**src/sv/spq_pkg.sv**
```systemverilog
`timescale 1ns / 1ps
// ----------------------------------------------------------------------------
// spq_pkg
// Shared types and constants for the stable priority queue.
// ----------------------------------------------------------------------------
package spq_pkg;

    localparam int unsigned DEPTH    = 16;
    localparam int unsigned AW       = $clog2(DEPTH);
    localparam int unsigned CW       = $clog2(DEPTH + 1);
    localparam int unsigned PRIO_W   = 8;
    localparam int unsigned SEQ_W    = 32;
    localparam int unsigned ENTRY_W  = PRIO_W + SEQ_W;

    typedef enum logic {
        FUNC_PUSH = 1'b0,
        FUNC_POP  = 1'b1
    } t_func;

    typedef struct packed {
        t_func             func;
        logic [PRIO_W-1:0] prio_in;
    } t_in_word;

    typedef struct packed {
        logic              ok;
        logic [PRIO_W-1:0] prio_out;
    } t_out_word;

    typedef struct packed {
        logic [PRIO_W-1:0] prio;
        logic [SEQ_W-1:0]  seq;
    } t_entry;

    typedef enum logic [2:0] {
        ST_IDLE,
        ST_READ,
        ST_SHIFT,
        ST_PLACE,
        ST_DONE
    } t_state;

endpackage

```
**src/sv/spq_ram.sv**
```systemverilog
`timescale 1ns / 1ps
// ----------------------------------------------------------------------------
// spq_ram
// Generic single-port-write, single-port-read RAM with registered read.
// ----------------------------------------------------------------------------
module spq_ram #(
    parameter int unsigned WIDTH = 8,
    parameter int unsigned DEPTH = 16
) (
    input  logic                     i_clk,
    input  logic                     i_we,
    input  logic [$clog2(DEPTH)-1:0] i_waddr,
    input  logic [WIDTH-1:0]         i_wdata,
    input  logic [$clog2(DEPTH)-1:0] i_raddr,
    output logic [WIDTH-1:0]         o_rdata
);

    logic [WIDTH-1:0] r_mem [DEPTH];

    // write and registered read
    always_ff @(posedge i_clk) begin
        if (i_we) begin
            r_mem[i_waddr] <= i_wdata;
        end
        o_rdata <= r_mem[i_raddr];
    end

endmodule

```
**src/sv/stable_priority_queue.sv**
```systemverilog
`timescale 1ns / 1ps
// ----------------------------------------------------------------------------
// stable_priority_queue
// Bounded priority queue kept as a sorted array in one RAM, highest first,
// arrival order among equal priorities.
// ----------------------------------------------------------------------------
// Channel  Direction  Handshake          Word
// cmd      in         i_start & !o_busy  i_cmd   (func, prio_in)
// result   out        o_strobe           o_res   (ok, prio_out)
//
// A refused item goes straight to the result. A pop reads from the head and
// moves every remaining entry up one place. A push into an empty queue writes
// the item at once; else entries of lower priority move down one place from
// the tail, then the item is placed. Each moved entry is one read, one write.
// Reset clears occupancy and the sequence counter; the RAM needs no clear.
// The result strobe lasts one cycle and cannot be stalled.
// ----------------------------------------------------------------------------
module stable_priority_queue (
    input  logic               i_clk,
    input  logic               i_rst_n,
    input  logic               i_start,
    input  spq_pkg::t_in_word  i_cmd,
    output logic               o_busy,
    output logic               o_strobe,
    output spq_pkg::t_out_word o_res
);
    import spq_pkg::*;

    t_state            r_state, n_state;
    logic [CW-1:0]     r_count, n_count;
    logic [SEQ_W-1:0]  r_seq, n_seq;
    logic [AW-1:0]     r_pos, n_pos;
    t_func             r_func;
    logic [PRIO_W-1:0] r_prio;
    logic              r_ok, n_ok;
    logic [PRIO_W-1:0] r_pout, n_pout;

    logic              we;
    logic [AW-1:0]     waddr, raddr;
    t_entry            wdata, rdata;
    logic              accept;
    logic              full, empty;

    assign accept = i_start && (r_state == ST_IDLE);
    assign full   = (r_count == CW'(DEPTH));
    assign empty  = (r_count == '0);

    spq_ram #(.WIDTH(ENTRY_W), .DEPTH(DEPTH)) u_ram (
        .i_clk  (i_clk),
        .i_we   (we),
        .i_waddr(waddr),
        .i_wdata(wdata),
        .i_raddr(raddr),
        .o_rdata(rdata)
    );

    // next state
    always_comb begin
        n_state = r_state;
        n_pos   = r_pos;
        n_count = r_count;
        n_seq   = r_seq;
        n_ok    = r_ok;
        n_pout  = r_pout;
        unique case (r_state)
            ST_IDLE: begin
                if (accept) begin
                    n_pout = '0;
                    if (i_cmd.func == FUNC_PUSH) begin
                        n_ok = !full;
                        if (full) begin
                            n_state = ST_DONE;
                        end else if (empty) begin
                            n_pos   = '0;
                            n_state = ST_PLACE;
                        end else begin
                            // read the tail entry first
                            n_pos   = AW'(r_count - CW'(1));
                            n_state = ST_READ;
                        end
                    end else begin
                        n_ok  = !empty;
                        n_pos = '0;
                        n_state = empty ? ST_DONE : ST_READ;
                    end
                end
            end
            ST_READ: begin
                // read of r_pos is issued this cycle
                n_state = ST_SHIFT;
            end
            ST_SHIFT: begin
                if (r_func == FUNC_PUSH) begin
                    if (rdata.prio < r_prio) begin
                        // entry moved down; continue upward
                        if (r_pos == '0) begin
                            n_state = ST_PLACE;
                        end else begin
                            n_pos   = r_pos - AW'(1);
                        end
                    end else begin
                        n_pos   = r_pos + AW'(1);
                        n_state = ST_PLACE;
                    end
                end else begin
                    if (r_pos == '0) begin
                        n_pout = rdata.prio;
                    end
                    if (CW'(r_pos) + CW'(1) >= r_count) begin
                        n_count = r_count - CW'(1);
                        n_state = ST_DONE;
                    end else begin
                        n_pos = r_pos + AW'(1);
                    end
                end
            end
            ST_PLACE: begin
                n_count = r_count + CW'(1);
                n_seq   = r_seq + SEQ_W'(1);
                n_state = ST_DONE;
            end
            ST_DONE: n_state = ST_IDLE;
            default: n_state = ST_IDLE;
        endcase
    end

    // RAM control and outputs
    always_comb begin
        we    = 1'b0;
        waddr = r_pos;
        wdata = rdata;
        raddr = n_pos;
        unique case (r_state)
            ST_SHIFT: begin
                if (r_func == FUNC_PUSH) begin
                    if (rdata.prio < r_prio) begin
                        we    = 1'b1;
                        waddr = r_pos + AW'(1);
                    end
                end else if (r_pos != '0) begin
                    we    = 1'b1;
                    waddr = r_pos - AW'(1);
                end
            end
            ST_PLACE: begin
                we         = 1'b1;
                wdata.prio = r_prio;
                wdata.seq  = r_seq;
            end
            default: ;
        endcase
        o_busy   = (r_state != ST_IDLE);
        o_strobe = (r_state == ST_DONE);
        o_res.ok       = r_ok;
        o_res.prio_out = r_pout;
    end

    // control registers
    always_ff @(posedge i_clk) begin
        if (!i_rst_n) begin
            r_state <= ST_IDLE;
            r_count <= '0;
            r_seq   <= '0;
        end else begin
            r_state <= n_state;
            r_count <= n_count;
            r_seq   <= n_seq;
        end
    end

    // hold the command word and result
    always_ff @(posedge i_clk) begin
        r_pos  <= n_pos;
        r_ok   <= n_ok;
        r_pout <= n_pout;
        if (accept) begin
            r_func <= i_cmd.func;
            r_prio <= i_cmd.prio_in;
        end
    end

endmodule

```
**config.mk**
```make
export PLATFORM = sky130hd
export DESIGN_NAME = stable_priority_queue
export DESIGN_NICKNAME = d
export VERILOG_FILES = /design/src/sv/spq_pkg.sv /design/src/sv/spq_ram.sv /design/src/sv/stable_priority_queue.sv
export SDC_FILE = /design/constraint.sdc
export NUM_CORES = 1
export LEC_CHECK = 0
export BUFFER_PORTS_ARGS = -buffer_cell sky130_fd_sc_hd__clkbuf_2
export CORE_MARGIN = 4
export CORE_UTILIZATION = 33
export DETAILED_ROUTE_END_ITERATION = 8
export GPL_ROUTABILITY_DRIVEN = 1
export HOLD_SLACK_MARGIN = 0.15
export SYNTH_ARGS = -nofsm -noshare
export SYNTH_HDL_FRONTEND = slang
export SYNTH_HIERARCHICAL = 1
export SYNTH_SLANG_ARGS = --single-unit
```
**constraint.sdc**
```tcl
create_clock -name i_clk -period 8.5 [get_ports i_clk]
set_clock_uncertainty 0.2 [all_clocks]
set_input_delay 0.425 -clock i_clk [delete_from_list [all_inputs] [get_ports i_clk]]
set_output_delay 0.425 -clock i_clk [all_outputs]
set_load 0.01 [all_outputs]
```
==> results of run 1 <==
worst paths after layout:
path	from	to	slack (ps)	cells after the start
hold reg to reg	r_count[3]	r_count[3]	310	2
setup reg to reg	u_ram/o_rdata[33]	u_ram/o_rdata[35]	3960	10
hold / removal	r_count[3]	r_count[3]	310	2
setup / recovery	u_ram/o_rdata[33]	u_ram/o_rdata[35]	3960	10
area by class of cell:
cell class	count	area [µm²]	area share [%]
Sequential cell	166	4780	56.9
Inverter	23	86.3	1.03
Tap cell	280	350	4.17
Timing Repair Buffer	46	318	3.78
Clock buffer	17	425	5.06
Clock inverter	15	156	1.86
Multi-Input combinational cell	269	2280	27.1
power groups by stage:
stage               sequential (µW)  clock, µW  combinational (µW)
floorplan                      1160          0                 894
finish                         1190        754                1110
detailed placement             1210          0                1100
global route                   1200        803                1210
CTS                            1190        771                1110
global placement               1200          0                1070
state kept, by name (all words and copies together), names as in the netlist:
register,cells
r_state,3
r_prio,8
r_ok,1
u_ram/o_rdata,8
r_count,5
r_pos,4
r_func,1
r_pout,8
u_ram/r_mem,128
critical path, delay by kind of cell (launching register included):
family	cells	cell delay, ps
and+or+nand+nor	2	260
adders and majority gates	1	270
muxes	2	800
buffers and inverters	1	570
DFF	1	440
AOI/OAI and AO/OA	4	1860
what timing repair did:
action                     4_1_cts  5_1_grt
hold buffers                    11        0
setup endpoints to repair        0        0
buffers inserted                 0        0
hold endpoints to repair        17        0
metal layers:
metal,vias up,wire length (µm)
met3,18,954
met5,-,0
met4,0,202
met1,2187,7150
met2,160,7980
li1,1988,-
stage by stage:
step	total power, µW	cell area, µm²
after floorplan	2050	7440
after global placement	2270	7700
after detailed placement	2310	7700
after CTS	3070	8390
after global routing	3220	8400
final	3050	8400
==> flow_summary.json, run 1 <==
{
  "outcome": "completed",
  "fin_util_pct": 38.1,
  "p_comb_share_pct": 36.3,
  "dp.cells": 772,
  "gr-total-overflow": 0,
  "hold_slack_ps": 308,
  "worst-path-max-fanout": 33,
  "die_y_um": 158,
  "max_stage_delay_ps": 890,
  "avgSynthCellArea_um2": 14.7,
  "yosys_warnings": 6,
  "clk_pin_slew_ps": 70,
  "cp-start-kind": "register",
  "ioPinCount": 23,
  "critical_path_class": "register to register",
  "syn_nets": 535,
  "setup_violations": 0,
  "switchingPower_uw": 1100,
  "antenna_cells": 0,
  "area_growth_pct": 12.9,
  "leakagePower_uw": 0.00289,
  "period_share_pct": 53.4,
  "clock_power_share_pct": 24.7,
  "io_buffer_count": 22,
  "fill_cells": 2031,
  "postSynthCellCount": 506,
  "maxCapViolCount": 0,
  "final_common_cell": "edfxtp_1",
  "peakVddDrop_v": 0.000177,
  "cts_sinks": 166,
  "grt_max_degree": 34,
  "fin_tns_setup_ps": 0,
  "most-common-layout-cells": "edfxtp_1 (146), nand2_1 (38), nor2_1 (28)",
  "grt_pass1_vias": 4294,
  "met1_usage_pct": 18.1,
  "antenna_found_initial": 0,
  "drv_slew": 0,
  "swShare_pct": 36.1,
  "gr-max-usage-layer": "met2",
  "die_w_um": 158,
  "critPathRequiredTime_ps": 8600,
  "numCtsBuffers": 17,
  "cts_buffer_depth": 2,
  "crit_arrival_ps": 4640,
  "crit_slowest_cell": "a21oi_1",
  "hp-class": "register to register",
  "vias_per_cell": 5.33,
  "vias": 4353,
  "worstMarginPinSlew_ps": 1160,
  "ant_nets": 0,
  "ctsResizeCount": 0,
  "cp-end-kind": "register",
  "die_area_um2": 25000,
  "rows": 54,
  "first_pass_iters": 7,
  "cts_max_level": 4,
  "synth_area_um2": 7440,
  "routabilityCongestion": 0.906,
  "post-route-min-period_ps": 4540,
  "power.density_nw_per_um2": 363,
  "cpMostUsedCell": "nand2_1",
  "drt_drc_violations_left": 0,
  "cts_tree": "done",
  "routedWlPerCell_um": 20.0,
  "root_buffer": "clkbuf_16",
  "post-dp-hpwl_mm": 10.9,
  "intPower_uw": 1950,
  "track_usage_pct": 13.4,
  "power.share.sequential_pct": 39.0,
  "rsz0062_at_grt": "no",
  "grt_pass1_wl_mm": 25.0,
  "dp_slack_ps": 3600,
  "hold_violations": 0,
  "fin_ws_ps": 3960,
  "core-area_um2": 22000,
  "worst_slew_margin_rel_pct": 22.4,
  "initial_utilization_pct": 33.8,
  "drtIter0Drc": 414,
  "drive_gt1_share_pct": 18.1,
  "fin_nets": 552,
  "insertion_delay_ps": 430,
  "layoutNonFillerInstCount": 816,
  "totalWireLength_mm": 16.3,
  "grt_use_met3_pct": 3.47,
  "path_cells": "ha_1 -> a2111o_1 -> a21oi_1 -> nand2_1 -> mux2i_1 -> o311ai_2 -> buf_4 -> mux4_2 -> a22oi_1 -> nand2_1",
  "grtUsageMet2_pct": 21.7,
  "fmax_mhz": 220
}
(Power assumes the default switching activity.)
==> run 2: changes to the inputs <==
Clock period 8.5 ns to 4.1 ns, I/O delays scaled along.
==> flow_summary.json, run 2 (same netlist as run 1, synthesis figures left out) <==
{
  "outcome": "completed",
  "numCtsBuffers": 17,
  "routedWlPerCell_um": 19.6,
  "post-dp-hpwl_mm": 11.0,
  "p_total_uw": 6560,
  "area_growth_pct": 16.4,
  "multi_input_area_um2": 2310,
  "crit_arrival_ps": 3980,
  "io_buffer_count": 22,
  "fill_cells": 1990,
  "cp-start-kind": "register",
  "leakagePower_uw": 0.00304,
  "critPathTopFamily": "compound AO/OA/AOI/OAI gates",
  "setup_violations": 0,
  "insertion_delay_ps": 420,
  "hold_violations": 0,
  "drtIter0Drc": 388,
  "die_w_um": 158,
  "worstMarginPinSlew_ps": 996,
  "ioPinCount": 23,
  "cts_tree": "done",
  "fmax_mhz": 257,
  "final_common_cell": "edfxtp_1",
  "maxCapViolCount": 0,
  "first_pass_iters": 5,
  "cp-end-kind": "register",
  "die_area_um2": 25000,
  "die_y_um": 158,
  "cts_buffer_depth": 2,
  "hp-class": "register to register",
  "vias_per_cell": 5.33,
  "core-area_um2": 22000,
  "fin_tns_setup_ps": 0,
  "cts_sinks": 166,
  "regMostFlops": "u_ram/r_mem",
  "grt_pass1_wl_mm": 25.7,
  "worst-path-max-fanout": 17,
  "power.density_nw_per_um2": 758,
  "most-common-layout-cells": "edfxtp_1 (146), nand2_1 (38), buf_4 (34)",
  "grt_pass1_vias": 4410,
  "drt_drc_violations_left": 0,
  "largest_register_ffs": 128,
  "vias": 4481,
  "drive_gt1_share_pct": 22.7,
  "crit_slowest_cell": "mux4_1",
  "ant_nets": 0,
  "clk_pin_slew_ps": 70,
  "antenna_cells": 0,
  "post-route-min-period_ps": 3890,
  "rows": 54,
  "path_cells": "ha_2 -> xor2_1 -> ha_1 -> a21o_1 -> a31oi_2 -> o21a_2 -> mux2_2 -> nand3_1 -> o311ai_2 -> buf_12 -> mux4_1 -> a22oi_1 -> nand2_1",
  "peakVddDrop_v": 0.000274,
  "routabilityCongestion": 0.940,
  "root_buffer": "clkbuf_16",
  "max_stage_delay_ps": 480,
  "fin_nets": 576,
  "critical_path_class": "register to register",
  "gr-total-overflow": 0,
  "drv_slew": 0,
  "initial_utilization_pct": 33.8,
  "period_share_pct": 94.8,
  "path_buf_inv": 1,
  "cts_max_level": 4,
  "track_usage_pct": 13.7,
  "regArea_um2": 4790,
  "antenna_found_initial": 0,
  "totalWireLength_mm": 16.5,
  "grt_max_degree": 29,
  "worst_slew_margin_rel_pct": 33.1,
  "critPathRequiredTime_ps": 4200,
  "rsz0062_at_grt": "no"
}
## run 2: worst paths after layout
path / startpoint / end / slack, ps / depth (start not counted)
hold reg to reg: r_count[3] / r_count[3] / 320 / 2
setup reg to reg: r_pos[1] / u_ram/o_rdata[39] / 210 / 13
setup / recovery: r_pos[1] / u_ram/o_rdata[39] / 210 / 13
hold / removal: r_count[3] / r_count[3] / 320 / 2
## run 2: final cells by class
type | instances | area share [%]
flip-flops and latches | 166 | 55.3
clock buffers | 19 | 5.00
repair buffers | 70 | 6.33
well taps | 280 | 4.05
inverters | 23 | 0.997
multi-input cells | 269 | 26.6
clock inverters | 13 | 1.72
## run 2: where the power goes
group	switching, µW	total, µW	internal [µW]
logic	1500	2570	1070
registers	147	2420	2280
clock network	661	1570	907
total	2310	6560	4250
## run 2: per-layer routing
| metal | share of wire, % | wire length [µm] | GRT usage, % | vias up |
|---|---|---|---|---|
| li1 | - | - | - | 2028 |
| met1 | 43 | 7050 | 18.2 | 2263 |
| met2 | 50 | 8160 | 22.5 | 170 |
| met3 | 6.1 | 999 | 3.69 | 20 |
| met4 | 1.4 | 233 | 3.45 | 0 |
| met5 | 0 | 0 | 0 | - |
## run 2: metrics by stage
stage	setup slack (ps)	hold slack (ps)	cell area [µm²]	util, %	instances
3_3_place_gp	109	186	7910	35.9	796
4_1_cts	9.87	291	8650	39.3	840
2_1_floorplan	367	104	7440	-	506
3_5_place_dp	-47.5	185	7910	35.9	796
5_1_grt	13.2	318	8660	39.3	840
6_report	213	316	8660	39.3	840
## run 2: worst reg2reg max path: stages (launching register included)
cell	delay (ps)
dfxtp_2	400
ha_2	270
xor2_1	200
ha_1	280
a21o_1	190
a31oi_2	180
o21a_2	240
mux2_2	340
nand3_1	90
o311ai_2	200
buf_12	230
mux4_1	500
a22oi_1	340
nand2_1	100
## run 2: timing repair
action,4_1_cts,5_1_grt
pin swaps,0,0
hold buffers,11,0
buffers inserted,0,0
cloned,1,0
endpoints found under the setup margin,4,8
resized for setup,4,3
hold endpoints to repair,18,0
